## src/cpr_pkg.sv

```systemverilog
package cpr_pkg;

  localparam int FramesDefault   = 8;
  localparam int PageBitsDefault = 16;

  // Widths fixed by the interface
  localparam int CfgW      = 4;
  localparam int FrameIdxW = 3;

  localparam logic [CfgW-1:0] FramesInUseReset = 4'd3;

  typedef enum logic [1:0] {
    StIdle,
    StLookup,
    StSweep
  } state_e;

  // Broadcast controls from the sequencer to every cell
  typedef struct packed {
    logic seed;   // load the hand token from seed_i
    logic sweep;  // token cell acts: pass over or take the page
  } cell_ctl_t;

endpackage

```

## src/cpr_cell.sv

```systemverilog
module cpr_cell #(
  parameter int PAGE_BITS = cpr_pkg::PageBitsDefault
) (
  input  logic                  clk_i,
  input  logic                  rst_ni,
  input  cpr_pkg::cell_ctl_t    ctl_i,
  input  logic [PAGE_BITS-1:0]  page_i,
  input  logic                  active_i,
  input  logic                  seed_i,
  input  logic                  token_i,
  input  logic                  hit_set_i,
  output logic                  match_o,
  output logic                  pass_o,
  output logic                  victim_o,
  output logic                  valid_o,
  output logic [PAGE_BITS-1:0]  page_o
);
  import cpr_pkg::*;

  logic                 valid_q;
  logic                 use_q;
  logic                 token_q, token_d;
  logic [PAGE_BITS-1:0] page_q;
  logic                 pass;

  // Token holder with the use bit set gives its second chance away
  assign pass     = token_q & valid_q & use_q;
  assign pass_o   = pass;
  assign victim_o = token_q & ~pass;
  assign match_o  = active_i & valid_q & (page_q == page_i);
  assign valid_o  = valid_q;
  assign page_o   = page_q;

  // On a sweep step the token moves on; a single-frame ring hands it back to itself
  always_comb begin
    token_d = token_q;
    if (ctl_i.seed) begin
      token_d = seed_i;
    end
    if (ctl_i.sweep) begin
      token_d = token_i;
    end
  end

  always_ff @(posedge clk_i or negedge rst_ni) begin
    if (!rst_ni) begin
      valid_q <= 1'b0;
      use_q   <= 1'b0;
      token_q <= 1'b0;
    end else begin
      token_q <= token_d;
      if (hit_set_i) begin
        use_q <= 1'b1;
      end else if (ctl_i.sweep && token_q) begin
        if (pass) begin
          use_q <= 1'b0;
        end else begin
          valid_q <= 1'b1;
          use_q   <= 1'b1;
        end
      end
    end
  end

  always_ff @(posedge clk_i) begin
    if (ctl_i.sweep && victim_o) begin
      page_q <= page_i;
    end
  end

endmodule

```

## src/clock_page_replacement.sv

```systemverilog
// Clock (second-chance) page replacement over a row of frame cells. One request
// is taken at a time: a lookup checks every active frame for a hit, and a hit
// result is registered, then the sequencer returns to idle to accept the next
// request. A miss seeds the hand token and sweeps, clearing the use bit of each
// frame it passes over, until a victim is found; its result is then registered.
// The hand token steps one cell per clock around the ring of active frames, and
// both a hit and a victim wait until the output register is free before the
// result is written and the sequencer goes back to idle.
// The next request is accepted while a result still waits in the output register.
// frames_in_use of 0 acts as 1 and values above FRAMES act as FRAMES.
module clock_page_replacement #(
  parameter int FRAMES    = cpr_pkg::FramesDefault,
  parameter int PAGE_BITS = cpr_pkg::PageBitsDefault
) (
  input  logic                          clk_i,
  input  logic                          rst_ni,
  input  logic                          cfg_valid_i,
  output logic                          cfg_ready_o,
  input  logic [cpr_pkg::CfgW-1:0]      cfg_frames_in_use_i,
  input  logic                          in_valid_i,
  output logic                          in_ready_o,
  input  logic [PAGE_BITS-1:0]          page_number_i,
  output logic                          out_valid_o,
  input  logic                          out_ready_i,
  output logic                          page_fault_o,
  output logic [cpr_pkg::FrameIdxW-1:0] frame_index_o,
  output logic                          evicted_valid_o,
  output logic [PAGE_BITS-1:0]          evicted_page_o
);
  import cpr_pkg::*;

  localparam int IdxW = (FRAMES > 1) ? $clog2(FRAMES) : 1;
  localparam int CntW = $clog2(FRAMES + 1);
  localparam int NW   = (CntW > CfgW) ? CntW : CfgW;
  localparam int XW   = (IdxW > FrameIdxW) ? IdxW : FrameIdxW;

  state_e state_q, state_d;

  logic [CfgW-1:0]      frames_in_use_q;
  logic [IdxW-1:0]      hand_q, hand_d;
  logic [PAGE_BITS-1:0] page_q;

  logic                 out_valid_q, out_valid_d;
  logic                 fault_q, fault_d;
  logic [IdxW-1:0]      idx_q, idx_d;
  logic                 ev_valid_q, ev_valid_d;
  logic [PAGE_BITS-1:0] ev_page_q, ev_page_d;

  logic [NW-1:0]        n_act;
  logic [NW-1:0]        cfg_ext;
  logic [IdxW-1:0]      start_hand;
  logic [IdxW-1:0]      hit_idx;
  logic [IdxW-1:0]      vic_idx;
  logic [PAGE_BITS-1:0] vic_page;
  logic                 vic_valid;
  logic                 out_free;
  logic                 hit_commit;
  logic [XW-1:0]        idx_ext;

  logic [FRAMES-1:0]    active, last, seed, token_in, hit_set;
  logic [FRAMES-1:0]    match, pass, victim, cvalid, hit_oh;
  logic [PAGE_BITS-1:0] cpage [FRAMES];
  cell_ctl_t            ctl;

  assign cfg_ready_o = 1'b1;

  always_ff @(posedge clk_i or negedge rst_ni) begin
    if (!rst_ni) begin
      frames_in_use_q <= FramesInUseReset;
    end else if (cfg_valid_i) begin
      frames_in_use_q <= cfg_frames_in_use_i;
    end
  end

  // Active frame count, clamped into 1..FRAMES
  always_comb begin
    cfg_ext = NW'(frames_in_use_q);
    if (cfg_ext == '0) begin
      n_act = NW'(1);
    end else if (cfg_ext > NW'(FRAMES)) begin
      n_act = NW'(FRAMES);
    end else begin
      n_act = cfg_ext;
    end
  end

  assign start_hand = (NW'(hand_q) >= n_act) ? '0 : hand_q;

  for (genvar i = 0; i < FRAMES; i++) begin : g_cell
    assign active[i] = NW'(i) < n_act;
    assign last[i]   = NW'(i) == (n_act - NW'(1));
    assign seed[i]   = start_hand == IdxW'(i);
    if (i == 0) begin : g_wrap
      assign token_in[i] = |(pass & last);
    end else begin : g_link
      assign token_in[i] = pass[i-1] & ~last[i-1];
    end

    cpr_cell #(
      .PAGE_BITS(PAGE_BITS)
    ) u_cell (
      .clk_i    (clk_i),
      .rst_ni   (rst_ni),
      .ctl_i    (ctl),
      .page_i   (page_q),
      .active_i (active[i]),
      .seed_i   (seed[i]),
      .token_i  (token_in[i]),
      .hit_set_i(hit_set[i]),
      .match_o  (match[i]),
      .pass_o   (pass[i]),
      .victim_o (victim[i]),
      .valid_o  (cvalid[i]),
      .page_o   (cpage[i])
    );
  end

  // Lowest matching frame wins
  assign hit_oh = match & (~match + FRAMES'(1));

  always_comb begin
    hit_idx   = '0;
    vic_idx   = '0;
    vic_page  = '0;
    vic_valid = 1'b0;
    for (int i = 0; i < FRAMES; i++) begin
      if (hit_oh[i]) begin
        hit_idx = hit_idx | IdxW'(i);
      end
      if (victim[i]) begin
        vic_idx   = vic_idx | IdxW'(i);
        vic_valid = vic_valid | cvalid[i];
        if (cvalid[i]) begin
          vic_page = vic_page | cpage[i];
        end
      end
    end
  end

  assign out_free   = !out_valid_q || out_ready_i;
  assign hit_commit = (state_q == StLookup) && (|match) && out_free;
  assign hit_set    = hit_oh & {FRAMES{hit_commit}};

  always_comb begin
    state_d     = state_q;
    hand_d      = hand_q;
    out_valid_d = out_valid_q && !out_ready_i;
    fault_d     = fault_q;
    idx_d       = idx_q;
    ev_valid_d  = ev_valid_q;
    ev_page_d   = ev_page_q;
    ctl         = '0;
    case (state_q)
      StIdle: begin
        if (in_valid_i) begin
          state_d = StLookup;
        end
      end
      StLookup: begin
        if (|match) begin
          if (out_free) begin
            out_valid_d = 1'b1;
            fault_d     = 1'b0;
            idx_d       = hit_idx;
            ev_valid_d  = 1'b0;
            ev_page_d   = '0;
            state_d     = StIdle;
          end
        end else begin
          ctl.seed = 1'b1;
          state_d  = StSweep;
        end
      end
      StSweep: begin
        if (|victim) begin
          if (out_free) begin
            ctl.sweep   = 1'b1;
            out_valid_d = 1'b1;
            fault_d     = 1'b1;
            idx_d       = vic_idx;
            ev_valid_d  = vic_valid;
            ev_page_d   = vic_page;
            hand_d      = (NW'(vic_idx) == (n_act - NW'(1))) ? '0 : vic_idx + IdxW'(1);
            state_d     = StIdle;
          end
        end else begin
          ctl.sweep = 1'b1;
        end
      end
      default: begin
        state_d = StIdle;
      end
    endcase
  end

  always_ff @(posedge clk_i or negedge rst_ni) begin
    if (!rst_ni) begin
      state_q     <= StIdle;
      hand_q      <= '0;
      out_valid_q <= 1'b0;
    end else begin
      state_q     <= state_d;
      hand_q      <= hand_d;
      out_valid_q <= out_valid_d;
    end
  end

  always_ff @(posedge clk_i) begin
    if (in_valid_i && in_ready_o) begin
      page_q <= page_number_i;
    end
    fault_q    <= fault_d;
    idx_q      <= idx_d;
    ev_valid_q <= ev_valid_d;
    ev_page_q  <= ev_page_d;
  end

  assign idx_ext         = XW'(idx_q);
  assign in_ready_o      = state_q == StIdle;
  assign out_valid_o     = out_valid_q;
  assign page_fault_o    = fault_q;
  assign frame_index_o   = idx_ext[FrameIdxW-1:0];
  assign evicted_valid_o = ev_valid_q;
  assign evicted_page_o  = ev_page_q;

endmodule

```

## config.mk

```make
export PLATFORM = sky130hd
export DESIGN_NAME = clock_page_replacement
export DESIGN_NICKNAME = d
export VERILOG_FILES = /design/src/cpr_pkg.sv /design/src/cpr_cell.sv /design/src/clock_page_replacement.sv
export SDC_FILE = /design/constraint.sdc
export NUM_CORES = 1
export LEC_CHECK = 0
export ABC_AREA = 0
export BUFFER_PORTS_ARGS = -buffer_cell sky130_fd_sc_hd__buf_2
export CAP_MARGIN = 25
export CORE_AREA = 5 5 226 118
export DETAILED_ROUTE_END_ITERATION = 7
export DIE_AREA = 0 0 231 123
export PLACE_DENSITY = 0.61
export SYNTH_ARGS = -nofsm -noshare
export SYNTH_HDL_FRONTEND = slang
export SYNTH_HIERARCHICAL = 1
export SYNTH_SLANG_ARGS = --single-unit
```

## constraint.sdc

```tcl
create_clock -name clk_i -period 12.1 [get_ports clk_i]
set_clock_uncertainty 0.15 [all_clocks]
set_input_delay 2.42 -clock clk_i [delete_from_list [all_inputs] [get_ports clk_i]]
set_output_delay 2.42 -clock clk_i [all_outputs]
set_load 0.01 [all_outputs]
```

==> metrics.txt, run 1 <==
Worst setup SP type flip-flop; Buf/Inv on CP 3; hold buffer count at CTS 0; Synth area leader edfxtp_1; Worst Setup End Kind flip-flop; # clock sinks 199; Max-Cap Viols 0; nets 799; part of the Yosys area used for sequential elements 60.2%; Period minus WS final 5.09 ns; DRT Pass-1 Iters 6; post-route clock period utilization 42.1%; total grt overflow 0; leakage 3.67 nW; Clk pwr share 28.3%; CP Cell Sequence inv_1, o21a_1, inv_1, ha_1, o21ai_0, nand3_1, or4_1, nor4_2, or4_4, nor3_2, and3_1, a2111oi_2, buf_4; Worst Tran Pin Value 1.06 ns; cell mode on critical path inv_1; # port buffers 47; critical path depth in cells 13; Pwr Total 0.00213 W; die area 28400 um2; Slew Limit Fails 0; placed cell count 1057; top cells by area, synth edfxtp_1, xnor2_1, dfrtp_1; first-pass GRT wire length 39200 um; Final ANT Viol Nets 0; Cell Rows 41; area grow syn2layout 13.6%; #FFs+latches synth 199; initial antenna violation count 0; WL/cell 24.4 um; pwr/cell area 194 nW/um2; met1 wire length 13700 um; switching share of power 32.6%; DR vias/cell 5.78; clock latency on the worst-skew pair 0.45 ns; design area 11000 um2; Final Non-Filler Cells 1095; Post-CTS Setup Bufs 0; Worst-path clk slew 0.07 ns; Resized cells post-CTS 0; final WL 26700 um; Async S/R FF share, synth 17.1%; DP Area 10300 um2; Combinational Power Share 24.6%; Iter 0 DRT Violations 940; slowest CP cell or4_1; Initial Util 39.2%; highest clock rate 196 MHz; largest net degree at the start of global routing 35; root buf cell clkbuf_16; All-Layer GR Usage 19.1%; yosys warns 6; die height 123 um; Die Wd 231 um; layout cells sized above 1 16.4%; P_int 0.00144 W; Synth Instances 708; # IOs 49; Placer Congestion 0.879; Syn Std Cell Area 9650 um2; crit-path leading delay family simple AND/OR/NAND/NOR gates; count leader, synth edfxtp_1; TritonCTS clock tree done; r2r worst-path depth 13; post-DP HPWL 19000 um; number of remaining DRC errors 0; Crit Path Max Fanout 21; met3 routed WL 3400 um; met2 WL 9250 um; via count of the first global-routing pass 5910; DR vias 6331; status finished, final reports clean; final hold viol count 0; H-tree levels 4; Synth top area share 51.3%; worst hold-check path type reg -> reg; max layer used met4; final setup fails 0; Worst path max stage delay 0.52 ns; Flop pwr share 47.0%; Crit Path Class reg -> reg; P_sw 0.000695 W; Mean Syn Cell Area 13.6 um2; worst endpoint required time 12.06 ns; CTS max path bufs 2; Commonest cells post-synth edfxtp_1, xnor2_1, a22oi_1, dfrtp_1, nand2_1; RSZ-0062 raised after global routing false; most common flop cell mapped by yosys edfxtp_1; Hold Path Stages 1; Post-synth EDFFs 165; crit path DAT 5.06 ns; core box area 24600 um2; Max-slew headroom 29.0%; number of buffers created by CTS 17; Distinct cells, synth 57; Worst VDD drop 0.101 mV; diode count 0; Fin Setup TNS 0 ns; post-synthesis net count 747
-- final timing paths --
kind	endpoint	slack, ns	start
min in group asynchronous	out_valid_o	1.92	rst_ni
min reg2reg	g_cell[6].u_cell/use_q	0.36	g_cell[6].u_cell/use_q
max	evicted_page_o[12]	7.01	cfg_ext[3]
max in group asynchronous	g_cell[2].u_cell/token_q	9.32	rst_ni
max reg2reg	evicted_page_o[12]	7.01	cfg_ext[3]
min	g_cell[6].u_cell/use_q	0.36	g_cell[6].u_cell/use_q
-- power by group through the flow --
stage	combinational, W	clock [W]	sequential [W]
5_1_grt	0.000572	0.000646	0.00102
4_1_cts	0.000524	0.000614	0.00100
3_5_place_dp	0.000522	0	0.00101
2_1_floorplan	0.000334	0	0.000997
3_3_place_gp	0.000509	0	0.00101
6_report	0.000525	0.000604	0.00100
-- worst register-to-register path, cell delays in order (launching register included) --
cell	delay, ns
dfrtp_1	0.44
inv_1	0.35
o21a_1	0.41
inv_1	0.15
ha_1	0.33
o21ai_0	0.24
nand3_1	0.09
or4_1	0.52
nor4_2	0.52
or4_4	0.28
nor3_2	0.05
and3_1	0.41
a2111oi_2	0.40
buf_4	0.38
-- placed cells by master, fill, tap and decap left out, types with 5 or more instances in the layout --
cell type / Yosys / final
nand4_1: 24 / 24
o21bai_1: 9 / 9
a41oi_1: 16 / 16
a211o_1: 8 / 8
nand2_1: 27 / 27
o21ai_1: 8 / 8
a21boi_0: 15 / 15
nor3_1: 5 / 5
and3_1: 13 / 13
o21ai_0: 7 / 7
clkbuf_16: 0 / 17
mux2i_1: 12 / 12
xor2_1: 17 / 17
or4_1: 9 / 9
buf_8: 0 / 6
ha_1: 14 / 14
nor2_2: 0 / 9
nor4_2: 9 / 9
inv_1: 13 / 13
buf_2: 5 / 47
xor2_2: 8 / 8
a211oi_1: 6 / 6
nand2b_1: 5 / 5
dfrtp_1: 32 / 32
a31oi_1: 6 / 6
a21oi_1: 5 / 5
nand3_1: 9 / 9
edfxtp_1: 165 / 165
nor2_1: 21 / 12
and2_1: 10 / 10
a22oi_1: 67 / 67
xnor2_1: 107 / 107
-- state kept, by name (all words and copies together), names as in the netlist, 2 cells and up --
name	cells
g_cell.u_cell/token_q	8
frame_index_o	3
g_cell.u_cell/use_q	8
cfg_ext	4
g_cell.u_cell/valid_o	8
evicted_page_o	16
hand_q	3
g_cell.u_cell/page_o	128
page_q	16
state_q	2
-- per-stage QoR --
step                utilization [%]  hold WS [ns]  worst slack (ns)
floorplan                         -         0.319              5.07
global placement               41.6         0.336              6.80
detailed placement             41.7         0.344              6.70
CTS                            44.2         0.359              7.07
global route                   44.5         0.386              6.74
finish                         44.5         0.359              7.01
-- cell type report --
class	count	area, um2
Clock buffer	21	440
Clock inverter	11	173
Fill cell	2230	13700
Inverter	15	56.3
Multi-Input combinational cell	471	3720
Sequential cell	199	5810
Tap cell	322	403
Timing Repair Buffer	56	368
-- logic make-up (layout without fill, tap and decap cells) --
kind of cell	count (synthesis)	count (layout)	share of synthesized area [%]
fa+ha+maj	14	14	1.82
compound gates	160	160	12.5
buf+inv	38	103	1.58
flops	199	199	60.2
simple gates	146	146	9.18
other cells	1	1	0.0389
mux	16	16	1.71
xor+xnor	134	134	13.0
-- per-layer routing --
layer	global-route usage (%)	up-vias
met3	8.26	24
met2	21.7	308
li1	-	2820
met1	31.5	3179
met4	4.56	0
met5	0	-
(Power assumes the default switching activity.)
==> run 2, diff against run 1 <==
--- a/config.mk
+++ b/config.mk
@@ -11,7 +11,7 @@
 export CORE_AREA = 5 5 226 118
 export DETAILED_ROUTE_END_ITERATION = 7
 export DIE_AREA = 0 0 231 123
-export PLACE_DENSITY = 0.61
+export PLACE_DENSITY = 0.63
 export SYNTH_ARGS = -nofsm -noshare
 export SYNTH_HDL_FRONTEND = slang
 export SYNTH_HIERARCHICAL = 1
==> constraint.sdc (replaced) <==
create_clock -name clk_i -period 4.3 [get_ports clk_i]
set_clock_uncertainty 0.15 [all_clocks]
set_input_delay 0.86 -clock clk_i [delete_from_list [all_inputs] [get_ports clk_i]]
set_output_delay 0.86 -clock clk_i [all_outputs]
set_load 0.01 [all_outputs]
==> metrics.txt, run 2 (synthesis gave the netlist of run 1 again) <==
post-route clock period utilization 89.6%; Worst VDD drop 0.300 mV; Placer Congestion 0.894; die height 123 um; Worst path max stage delay 0.56 ns; H-tree levels 4; TritonCTS clock tree done; layout cells sized above 1 19.3%; Worst setup SP type flip-flop; Crit Path Class reg -> reg; status finished, final reports clean; Worst-path clk slew 0.07 ns; DP Area 10600 um2; Iter 0 DRT Violations 760; design area 11100 um2; Period minus WS final 3.85 ns; All-Layer GR Usage 19.7%; initial antenna violation count 0; via count of the first global-routing pass 6131; Worst Setup End Kind flip-flop; core box area 24600 um2; Die Wd 231 um; DR vias 6500; Slew Limit Fails 0; final WL 27500 um; # port buffers 47; worst hold-check path type in -> async; hold buffer count at CTS 0; worst endpoint required time 4.30 ns; area grow syn2layout 15.1%; CTS max path bufs 2; area of the multi-input gates 3730 um2; fillers 2288; leakage 3.78 nW; pwr/cell area 539 nW/um2; RSZ-0062 raised after global routing false; Max-Cap Viols 0; DRT Pass-1 Iters 7; RR Endpoint evicted_page_o[12]; crit path DAT 3.85 ns; max FFs per register 128; worst reg2reg setup slack 0.45 ns; Max-slew headroom 30.5%; clock latency on the worst-skew pair 0.46 ns; DR vias/cell 5.78; CP Cell Sequence nor2_1, o21a_1, buf_4, ha_1, o21ai_0, nand3_1, or4_1, nor4_2, or4_4, nor3_2, and3_2, a2111oi_4, buf_12; Post-CTS Setup Bufs 0; slowest CP cell dfstp_2; post-DP HPWL 19700 um; Worst Tran Pin Value 1.04 ns; number of buffers created by CTS 17; diode count 0; # IOs 49; final hold viol count 0; highest clock rate 260 MHz; final core utilization 45.1%; Resized cells post-CTS 0; r2r worst-path depth 13; # clock sinks 199; register area 5810 um2; number of remaining DRC errors 0; first-pass GRT wire length 40400 um; Fin Setup TNS 0 ns; WL/cell 24.4 um; Initial Util 39.2%; die area 28400 um2; reg-to-reg startpoint cfg_ext[1]; Crit Path Max Fanout 21; nets 829; final setup fails 0; Final ANT Viol Nets 0; largest net degree at the start of global routing 35; Cell Rows 41; commonest non-fill, non-tap cell in the layout edfxtp_1; root buf cell clkbuf_16; total grt overflow 0; commonest non-fill, non-tap cells in the layout edfxtp_1, xnor2_1, a22oi_1
-- run 2: changes by cell type in the layout (fill, tap and decap cells not counted), moves of 3 or more --
cell	before	now
clkinv_1	0	4
buf_8	6	0
bufinv_16	4	1
clkinvlp_4	1	4
buf_4	2	37
clkbuf_1	4	1
-- run 2: final cells by class --
class / count / share of cell area, %
Clock buffer: 18 / 3.86
Clock inverter: 14 / 1.09
Inverter: 15 / 0.507
Multi-Input combinational cell: 471 / 33.6
Sequential cell: 199 / 52.3
Tap cell: 322 / 3.63
Timing Repair Buffer: 86 / 5.05
-- run 2: routing by layer --
layer	vias to the layer above	track usage (%)	part of all wire (%)	wire [um]
met1	3227	32.9	51	14000
li1	2888	-	-	-
met3	21	7.21	13	3540
met4	0	4.19	0.79	217
met5	-	0	0	0
met2	364	23.0	35	9690
-- run 2: where the power goes --
group	internal, W	switching (W)	total, W	leakage (nW)
sequential	0.00247	0.000280	0.00275	1.95
combinational	0.000678	0.00102	0.00170	1.57
clock	0.000800	0.000738	0.00154	0.256
total	0.00395	0.00204	0.00599	3.78
-- run 2: worst max path at each step --
stage / startpoint / end / cells past startpoint
final: cfg_ext[1] / evicted_page_o[12] / 13
after global routing: cfg_ext[3] / evicted_page_o[2] / 12
after CTS: cfg_ext[1] / evicted_page_o[2] / 13
after detailed placement: cfg_ext[1] / evicted_page_o[3] / 13
after global placement: cfg_ext[1] / evicted_page_o[12] / 13
after floorplan: cfg_ext[3] / evicted_page_o[0] / 12
-- run 2: worst max-delay path, delay by kind of cell, from the launching register on --
kind	cells	cell delay, ns
AND/OR/NAND/NOR	7	1.47
AO/OA/AOI/OAI	3	0.69
flip-flops	1	0.56
buffers and inverters	2	0.42
adder cells (fa/ha/maj)	1	0.25
-- run 2: per-stage QoR --
step,power (W),setup slack (ns),hold WS (ns),std cells
global placement,0.00443,0.564,0.339,1092
detailed placement,0.00446,0.484,0.343,1093
CTS,0.00601,0.465,0.361,1125
finish,0.00599,0.448,0.361,1125
floorplan,0.00376,0.0655,0.319,708
global route,0.00627,0.262,0.384,1125
